### src/hdl/bpa_pkg.sv
// ---------------------------------------------------------------------------
// Buddy page allocator package
// Sizes, codes, controller states, datapath operations and shared helpers.
// ---------------------------------------------------------------------------
`timescale 1ns / 1ps

package bpa_pkg;

    localparam int NUM_PAGES  = 16384;
    localparam int NUM_ORDERS = 11;
    localparam int TOP_ORD    = NUM_ORDERS - 1;
    localparam int BLK_PAGES  = 1 << TOP_ORD;

    localparam int IDX_W    = $clog2(NUM_PAGES);
    localparam int PG_W     = $clog2(NUM_PAGES + 1);
    localparam int SUM_W    = PG_W + 1;
    localparam int CNT_W    = 15;
    localparam int CFG_W    = 15;
    localparam int PAGE_W   = 14;
    localparam int ORDER_W  = 4;
    localparam int STATUS_W = 2;

    localparam logic [PG_W-1:0]  EMPTY_LINK = PG_W'(NUM_PAGES);
    localparam logic [CNT_W-1:0] COUNT_MAX  = {CNT_W{1'b1}};

    localparam logic CMD_ALLOC = 1'b0;
    localparam logic CMD_FREE  = 1'b1;

    localparam logic [STATUS_W-1:0] ST_OK    = 2'd0;
    localparam logic [STATUS_W-1:0] ST_NOBLK = 2'd1;
    localparam logic [STATUS_W-1:0] ST_RANGE = 2'd2;

    typedef enum logic [4:0] {
        S_CLR_START,
        S_CLR,
        S_RB_INIT,
        S_RB,
        S_IDLE,
        S_DISPATCH,
        S_A_SCAN,
        S_A_POP_RD,
        S_A_POP_WR,
        S_A_PUSH_LO,
        S_A_PUSH_HI,
        S_A_GRANT,
        S_F_LOOP,
        S_F_BUD,
        S_F_WALK,
        S_F_WALK2,
        S_F_UNL2,
        S_F_MERGE1,
        S_F_MERGE2,
        S_F_PUSH,
        S_DONE
    } ctrl_state_t;

    typedef enum logic [4:0] {
        OP_NONE,
        OP_CLR_START,
        OP_CLR,
        OP_RB_INIT,
        OP_RB_DEC,
        OP_RB_PUSH,
        OP_LOAD,
        OP_SCAN_INC,
        OP_POP_RD,
        OP_POP_WR,
        OP_PUSH_LO,
        OP_PUSH_HI,
        OP_GRANT,
        OP_BUD_RD,
        OP_WALK_INIT,
        OP_WALK_RD,
        OP_WALK_NEXT,
        OP_UNLINK,
        OP_UNLINK2,
        OP_MERGE1,
        OP_MERGE2,
        OP_FPUSH,
        OP_ERR_RANGE,
        OP_ERR_NOBLK,
        OP_PUBLISH
    } dp_op_t;

    typedef struct packed {
        dp_op_t op;
        logic   cfg_we;
    } dp_cmd_t;

    typedef struct packed {
        logic clr_last;
        logic rb_empty;
        logic rb_done;
        logic rb_dec;
        logic cmd_free;
        logic ord_bad;
        logic free_bad;
        logic scan_end;
        logic head_empty;
        logic split_more;
        logic lp_top;
        logic bud_past;
        logic bud_ok;
        logic walk_end;
        logic hit;
    } dp_stat_t;

    function automatic logic [PG_W-1:0] clamp_link(input logic [PG_W-1:0] x);
        return (x < PG_W'(NUM_PAGES)) ? x : EMPTY_LINK;
    endfunction

endpackage

### src/hdl/bpa_ctrl.sv
// ---------------------------------------------------------------------------
// Buddy page allocator controller
// Sequences clearing, pool rebuild, allocation and free through the datapath.
// ---------------------------------------------------------------------------
`timescale 1ns / 1ps

module bpa_ctrl (
    input  logic              clk,
    input  logic              rst_n,
    input  logic              in_valid,
    output logic              in_ready,
    output logic              out_valid,
    input  logic              out_ready,
    input  logic              cfg_valid,
    output logic              cfg_ready,
    input  bpa_pkg::dp_stat_t stat,
    output bpa_pkg::dp_cmd_t  cmd
);

    bpa_pkg::ctrl_state_t state_reg;
    bpa_pkg::ctrl_state_t state_next;
    logic                 out_valid_reg;
    logic                 publish;

    assign cfg_ready = 1'b1;
    assign out_valid = out_valid_reg;
    assign publish   = (cmd.op == bpa_pkg::OP_PUBLISH);

    always_ff @(posedge clk or negedge rst_n)
    begin
        if (!rst_n)
        begin
            state_reg     <= bpa_pkg::S_CLR_START;
            out_valid_reg <= 1'b0;
        end
        else
        begin
            state_reg <= state_next;
            if (publish)
            begin
                out_valid_reg <= 1'b1;
            end
            else if (out_ready)
            begin
                out_valid_reg <= 1'b0;
            end
        end
    end

    always_comb
    begin
        state_next = state_reg;
        cmd.op     = bpa_pkg::OP_NONE;
        cmd.cfg_we = cfg_valid;
        in_ready   = 1'b0;
        case (state_reg)
            bpa_pkg::S_CLR_START:
            begin
                cmd.op     = bpa_pkg::OP_CLR_START;
                state_next = bpa_pkg::S_CLR;
            end
            bpa_pkg::S_CLR:
            begin
                cmd.op = bpa_pkg::OP_CLR;
                if (stat.clr_last)
                begin
                    state_next = bpa_pkg::S_RB_INIT;
                end
            end
            bpa_pkg::S_RB_INIT:
            begin
                if (stat.rb_empty)
                begin
                    state_next = bpa_pkg::S_IDLE;
                end
                else
                begin
                    cmd.op     = bpa_pkg::OP_RB_INIT;
                    state_next = bpa_pkg::S_RB;
                end
            end
            bpa_pkg::S_RB:
            begin
                if (stat.rb_done)
                begin
                    state_next = bpa_pkg::S_IDLE;
                end
                else if (stat.rb_dec)
                begin
                    cmd.op = bpa_pkg::OP_RB_DEC;
                end
                else
                begin
                    cmd.op = bpa_pkg::OP_RB_PUSH;
                end
            end
            bpa_pkg::S_IDLE:
            begin
                in_ready = !cfg_valid;
                if (in_valid && !cfg_valid)
                begin
                    cmd.op     = bpa_pkg::OP_LOAD;
                    state_next = bpa_pkg::S_DISPATCH;
                end
            end
            bpa_pkg::S_DISPATCH:
            begin
                if (stat.cmd_free ? stat.free_bad : stat.ord_bad)
                begin
                    cmd.op     = bpa_pkg::OP_ERR_RANGE;
                    state_next = bpa_pkg::S_DONE;
                end
                else if (stat.cmd_free)
                begin
                    state_next = bpa_pkg::S_F_LOOP;
                end
                else
                begin
                    state_next = bpa_pkg::S_A_SCAN;
                end
            end
            bpa_pkg::S_A_SCAN:
            begin
                if (stat.scan_end)
                begin
                    cmd.op     = bpa_pkg::OP_ERR_NOBLK;
                    state_next = bpa_pkg::S_DONE;
                end
                else if (stat.head_empty)
                begin
                    cmd.op = bpa_pkg::OP_SCAN_INC;
                end
                else
                begin
                    state_next = bpa_pkg::S_A_POP_RD;
                end
            end
            bpa_pkg::S_A_POP_RD:
            begin
                cmd.op     = bpa_pkg::OP_POP_RD;
                state_next = bpa_pkg::S_A_POP_WR;
            end
            bpa_pkg::S_A_POP_WR:
            begin
                cmd.op     = bpa_pkg::OP_POP_WR;
                state_next = stat.split_more ? bpa_pkg::S_A_PUSH_LO : bpa_pkg::S_A_GRANT;
            end
            bpa_pkg::S_A_PUSH_LO:
            begin
                cmd.op     = bpa_pkg::OP_PUSH_LO;
                state_next = bpa_pkg::S_A_PUSH_HI;
            end
            bpa_pkg::S_A_PUSH_HI:
            begin
                cmd.op     = bpa_pkg::OP_PUSH_HI;
                state_next = bpa_pkg::S_A_POP_RD;
            end
            bpa_pkg::S_A_GRANT:
            begin
                cmd.op     = bpa_pkg::OP_GRANT;
                state_next = bpa_pkg::S_DONE;
            end
            bpa_pkg::S_F_LOOP:
            begin
                if (stat.lp_top || stat.bud_past)
                begin
                    state_next = bpa_pkg::S_F_PUSH;
                end
                else
                begin
                    cmd.op     = bpa_pkg::OP_BUD_RD;
                    state_next = bpa_pkg::S_F_BUD;
                end
            end
            bpa_pkg::S_F_BUD:
            begin
                if (stat.bud_ok)
                begin
                    cmd.op     = bpa_pkg::OP_WALK_INIT;
                    state_next = bpa_pkg::S_F_WALK;
                end
                else
                begin
                    state_next = bpa_pkg::S_F_PUSH;
                end
            end
            bpa_pkg::S_F_WALK:
            begin
                if (stat.walk_end)
                begin
                    state_next = bpa_pkg::S_F_MERGE1;
                end
                else
                begin
                    cmd.op     = bpa_pkg::OP_WALK_RD;
                    state_next = bpa_pkg::S_F_WALK2;
                end
            end
            bpa_pkg::S_F_WALK2:
            begin
                if (stat.hit)
                begin
                    cmd.op     = bpa_pkg::OP_UNLINK;
                    state_next = bpa_pkg::S_F_UNL2;
                end
                else
                begin
                    cmd.op     = bpa_pkg::OP_WALK_NEXT;
                    state_next = bpa_pkg::S_F_WALK;
                end
            end
            bpa_pkg::S_F_UNL2:
            begin
                cmd.op     = bpa_pkg::OP_UNLINK2;
                state_next = bpa_pkg::S_F_MERGE1;
            end
            bpa_pkg::S_F_MERGE1:
            begin
                cmd.op     = bpa_pkg::OP_MERGE1;
                state_next = bpa_pkg::S_F_MERGE2;
            end
            bpa_pkg::S_F_MERGE2:
            begin
                cmd.op     = bpa_pkg::OP_MERGE2;
                state_next = bpa_pkg::S_F_LOOP;
            end
            bpa_pkg::S_F_PUSH:
            begin
                cmd.op     = bpa_pkg::OP_FPUSH;
                state_next = bpa_pkg::S_DONE;
            end
            bpa_pkg::S_DONE:
            begin
                // The result slot must be empty or emptying this cycle.
                if (!out_valid_reg || out_ready)
                begin
                    cmd.op     = bpa_pkg::OP_PUBLISH;
                    state_next = bpa_pkg::S_IDLE;
                end
            end
            default:
            begin
                state_next = bpa_pkg::S_CLR_START;
            end
        endcase
        if (cfg_valid)
        begin
            state_next = bpa_pkg::S_CLR_START;
        end
    end

endmodule

### config.mk
export PLATFORM = sky130hd
export DESIGN_NAME = bpa_ctrl
export DESIGN_NICKNAME = d
export VERILOG_FILES = /design/src/hdl/bpa_pkg.sv /design/src/hdl/bpa_ctrl.sv
export SDC_FILE = /design/constraint.sdc
export NUM_CORES = 1
export LEC_CHECK = 0
export BUFFER_PORTS_ARGS = -buffer_cell sky130_fd_sc_hd__buf_2
export CAP_MARGIN = 30
export CORE_MARGIN = 8
export CORE_UTILIZATION = 45
export CTS_BUF_LIST = sky130_fd_sc_hd__clkbuf_8
export CTS_CLUSTER_DIAMETER = 50
export DETAILED_ROUTE_END_ITERATION = 16
export HOLD_SLACK_MARGIN = 0.02
export PLACE_DENSITY = 0.73
export SLEW_MARGIN = 0
export SYNTH_ARGS = -nofsm -noshare
export SYNTH_HDL_FRONTEND = slang
export SYNTH_SLANG_ARGS = --single-unit
### constraint.sdc
create_clock -name clk -period 1.4 [get_ports clk]
set_input_delay 0.07 -clock clk [delete_from_list [all_inputs] [get_ports clk]]
set_output_delay 0.07 -clock clk [all_outputs]
set_load 0.02 [all_outputs]
== After elaboration in Yosys (flattened, before gate mapping) ==
Index checks and enable logic that the tools add are counted.
Cells by class
  equality and inequality tests: 26
  mux-type cells: 33
  reduce and logical (&&, ||, !) cells: 9
Operator list (number)
  case mux 5 bit (21 select lines): 1
  case mux 5 bit (20 select lines): 1
  2-to-1 mux 5 bit: 15
  equality test 5 x 4 -> 1 bit (second input constant): 8
  equality test 5 bit (second input constant): 6
  equality test 5 x 3 -> 1 bit (second input constant): 4
  2-to-1 mux 4 bit: 4
  2-to-1 mux 3 bit: 4
  inequality test 3 bit (second input constant): 4
  equality test 5 x 2 -> 1 bit (second input constant): 2
  2-to-1 mux 1 bit: 6
  equality test 5 x 1 -> 1 bit (second input constant): 1
  zero test 5 bit: 1
  AND reduction 5 bit: 1
  2-to-1 mux 2 bit: 2
  inequality test 4 bit (second input constant): 1
  zero test 1 bit: 2
  logical OR 1 bit: 2
  nonzero test 2 bit: 1
  OR reduction 2 bit: 1
  logical AND 1 bit: 1
Word-level totals
  bits in registers: 6
  output and inout port bits: 9
  word-level logic and storage cells: 70

== Depth between registers and ports, before layout ==
  depth after elaboration: 6
  depth in mapped cells: 7
  depth with buffers taken out: 5

== Worst setup path before layout ==
OpenSTA, ideal clock, no wires.
  kind: reg2out
  start: register state_reg[2]
  end: output port cmd[3] (netlist bit)
  arrival: 1581 ps
  path slack: -251 ps
  cell stages (with the launch flop): 4
  cell sequence: dfrtp_1 > buf_6 > clkbuf_1 > o311ai_0
RTL lines
  start, declared: RTL line bpa_ctrl.sv:20  | bpa_pkg::ctrl_state_t state_reg;
  start signal, assigned: RTL line bpa_ctrl.sv:33  | state_reg <= bpa_pkg::S_CLR_START;
  start signal, assigned: RTL line bpa_ctrl.sv:38  | state_reg <= state_next;
  end, declared: RTL line bpa_ctrl.sv:17  | output bpa_pkg::dp_cmd_t cmd

==> flow_summary.json <==
{
  "finalClockSkew_ps": 2.051,
  "globalplace.congestion": 0.9737,
  "slowest_delay_ps": 450,
  "ys_ff_latch": 6,
  "syn_area_sq_um": 1023,
  "synthTopCellsByArea": "dfrtp_1 (15%), a21oi_1 (7.3%), nand2_1 (4.8%)",
  "cp_max_fo": 7,
  "power_frac_comb_pct": 80.8,
  "grt_usage_pct": 20.07,
  "min_path_cells": 2,
  "finalWirelength_microns": 4317,
  "slew_violations": 0,
  "r2r_slack_ps": -290,
  "numClockSinks": 6,
  "cp.arrival_ps": 1670,
  "synthFlopType": "dfrtp_1",
  "fillers": 160,
  "num_vias": 1454,
  "grt_pass1_wl_microns": 6755,
  "num_rows": 17,
  "switching_share_pct": 47.71,
  "synth_edf_count": 0,
  "powerDensity_nw_per_um2": 1792,
  "placedInstanceArea_sq_um": 1418,
  "n_antenna_cell": 0,
  "postSynthAreaPerCell_sq_um": 7.259,
  "grt_max_degree": 24,
  "largest_reg_flops": 5,
  "crit_type": "reg -> out",
  "yosysSeqAreaShare_pct": 14.67,
  "internal_power_uw": 1543,
  "min-delay-start": "cfg_valid",
  "area_growth_pct": 60.88,
  "synth_cells": 141,
  "dr.pass1.iters": 4,
  "synth_nets": 161,
  "async_flop_share_pct": 100.0,
  "stdcell_area_sq_um": 1647,
  "critPathTopFamily": "simple AND/OR/NAND/NOR gates",
  "timing.final.crit_period_ps": 1737,
  "cts_buffers": 3,
  "die_area_sq_um": 4056,
  "seq_power_share_pct": 10.1,
  "h-tree-depth": 1,
  "slowest_stage": "dfrtp_2",
  "peakVddDrop_v": 0.001479,
  "multiInputGateArea_sq_um": 854.6,
  "synth_largest_area_cell": "dfrtp_1",
  "setup_viol": 11,
  "violations": "negative setup slack",
  "cts_tree": "yes",
  "fp.dieH_microns": 63.69,
  "start_util_pct": 46.72,
  "synth_cell_type_count": 51,
  "hold_ws_ps": 156.9,
  "layout_setup_ws_ps": -336.5,
  "post_drt_wl_per_cell_microns": 18.53,
  "path_cells": "or3b_4 -> nor2_4 -> o21ai_0 -> nand4_1 -> buf_4",
  "p_leak_uw": 0.0007315,
  "vias_per_cell": 6.240,
  "cp_num_buf_inv": 1,
  "p_clk_share_pct": 9.1,
  "regToRegEndpoint": "state_reg[2]",
  "path_clk_slew_ps": 40,
  "grt_pass1_vias": 1449,
  "final_util_pct": 75.16,
  "dr.first_iter.drc_count": 114,
  "yosys.area.top_type_share_pct": 14.67,
  "portBuffers": 27,
  "seqCellArea_sq_um": 153.9,
  "hp-class": "in -> reg",
  "drc": 0,
  "setup_tns_ps": -3085,
  "drive_gt1_share_pct": 54.63,
  "p_sw_uw": 1407,
  "rsz0062_at_grt": "yes",
  "ys_warn_count": 0,
  "max_freq_ghz": 0.5759,
  "core_area_sq_um": 2191,
  "die_w_microns": 63.69,
  "clk_path_buf_depth": 2,
  "maxCapViolations": 0,
  "outcome": "complete, but fails checks",
  "whs_endpoint": "state_reg[2]",
  "grt_antenna_before_repair": 0,
  "ios": 29,
  "hpwl_microns": 3058,
  "worstPathRequired_ps": 1330,
  "clock-root-buffer": "clkbuf_8",
  "synth_common_cells": "a21oi_1 (15), nand2_1 (13), nor2_1 (11)",
  "start_kind": "flip-flop",
  "power.total_uw": 2950,
  "end_kind": "output port",
  "min_period_over_period_pct": 124.0,
  "grt.overflow.total": 0,
  "postRouteAntennaNets": 0,
  "nets": 227,
  "reg2reg_depth": 6,
  "r2r_start": "state_reg[4]",
  "synth_most_common_cell": "a21oi_1",
  "worstSkewPairLatency_ps": 230,
  "hold_viol": 0
}
## metrics by stage
stage,std cells,setup slack [ps]
CTS,230,-312.6
floorplan,141,-61.80
detailed placement,222,-249.7
global placement,222,-249.9
finish,233,-336.5
global route,233,-361.4
## logic make-up after synthesis
group                  share of synthesized area (%)
AO/OA/AOI/OAI                                  39.61
multiplexers                                   2.934
other                                         0.3664
flip-flops                                     14.67
buffers and inverters                          12.84
AND/OR/NAND/NOR                                29.59
## how the worst max path moves through the flow
stage,end,from,cells past startpoint,slack [ps]
CTS,cmd[5],state_reg[3],6,-310
floorplan,state_reg[4],state_reg[3],5,-60
finish,cmd[1],state_reg[4],5,-340
detailed placement,state_reg[2],state_reg[3],6,-250
global placement,state_reg[2],state_reg[0],6,-250
global route,cmd[5],state_reg[4],6,-360
## worst register-to-register path: stages, from the launching register on
cell	delay (ps)
dfrtp_2	450
buf_4	150
nand3b_4	180
buf_4	160
o31ai_2	230
a31oi_2	100
a2111oi_2	310
## cell usage in the layout (no fill, tap or decap), drive strengths merged, types with 4 or more instances in the layout
cell type / synthesis / layout
inv: 8 / 8
nor2: 11 / 11
nor3: 5 / 5
a31oi: 5 / 5
nand2: 13 / 13
o21ai: 10 / 10
dfrtp: 6 / 6
a21oi: 15 / 15
nand2b: 4 / 4
o211ai: 4 / 4
nand3: 5 / 5
buf: 12 / 73
## power by group through the flow
stage | registers [uW] | logic (uW) | clock network, uW
6_report | 298 | 2380 | 268
5_1_grt | 299 | 2540 | 282
4_1_cts | 283 | 2240 | 271
3_5_place_dp | 283 | 2070 | 0
3_3_place_gp | 284 | 2040 | 0
2_1_floorplan | 261 | 1240 | 0
## final cells by class
class / count / share of cell area [%]
well taps: 28 / 2.128
repair buffers: 74 / 32.14
inverters: 8 / 1.976
multi-input cells: 114 / 51.90
clock buffers: 3 / 2.508
flip-flops and latches: 6 / 9.347
## timing repair
item	4_1_cts	5_1_grt
pin swaps	8	10
setup endpoints to repair	11	11
buffers inserted	4	3
hold buffers	1	0
gates resized for setup	24	13
endpoints found under the hold margin	6	0
## routing by layer
metal / wire, microns / share of wire [%] / track usage (%) / vias up
li1: - / - / - / 665
met1: 1783 / 41 / 23.64 / 698
met2: 2135 / 49 / 35.74 / 85
met3: 330 / 7.6 / 4.064 / 6
met4: 68 / 1.6 / 5.014 / 0
met5: 0 / 0 / 0 / -
(Power assumes the default switching activity.)
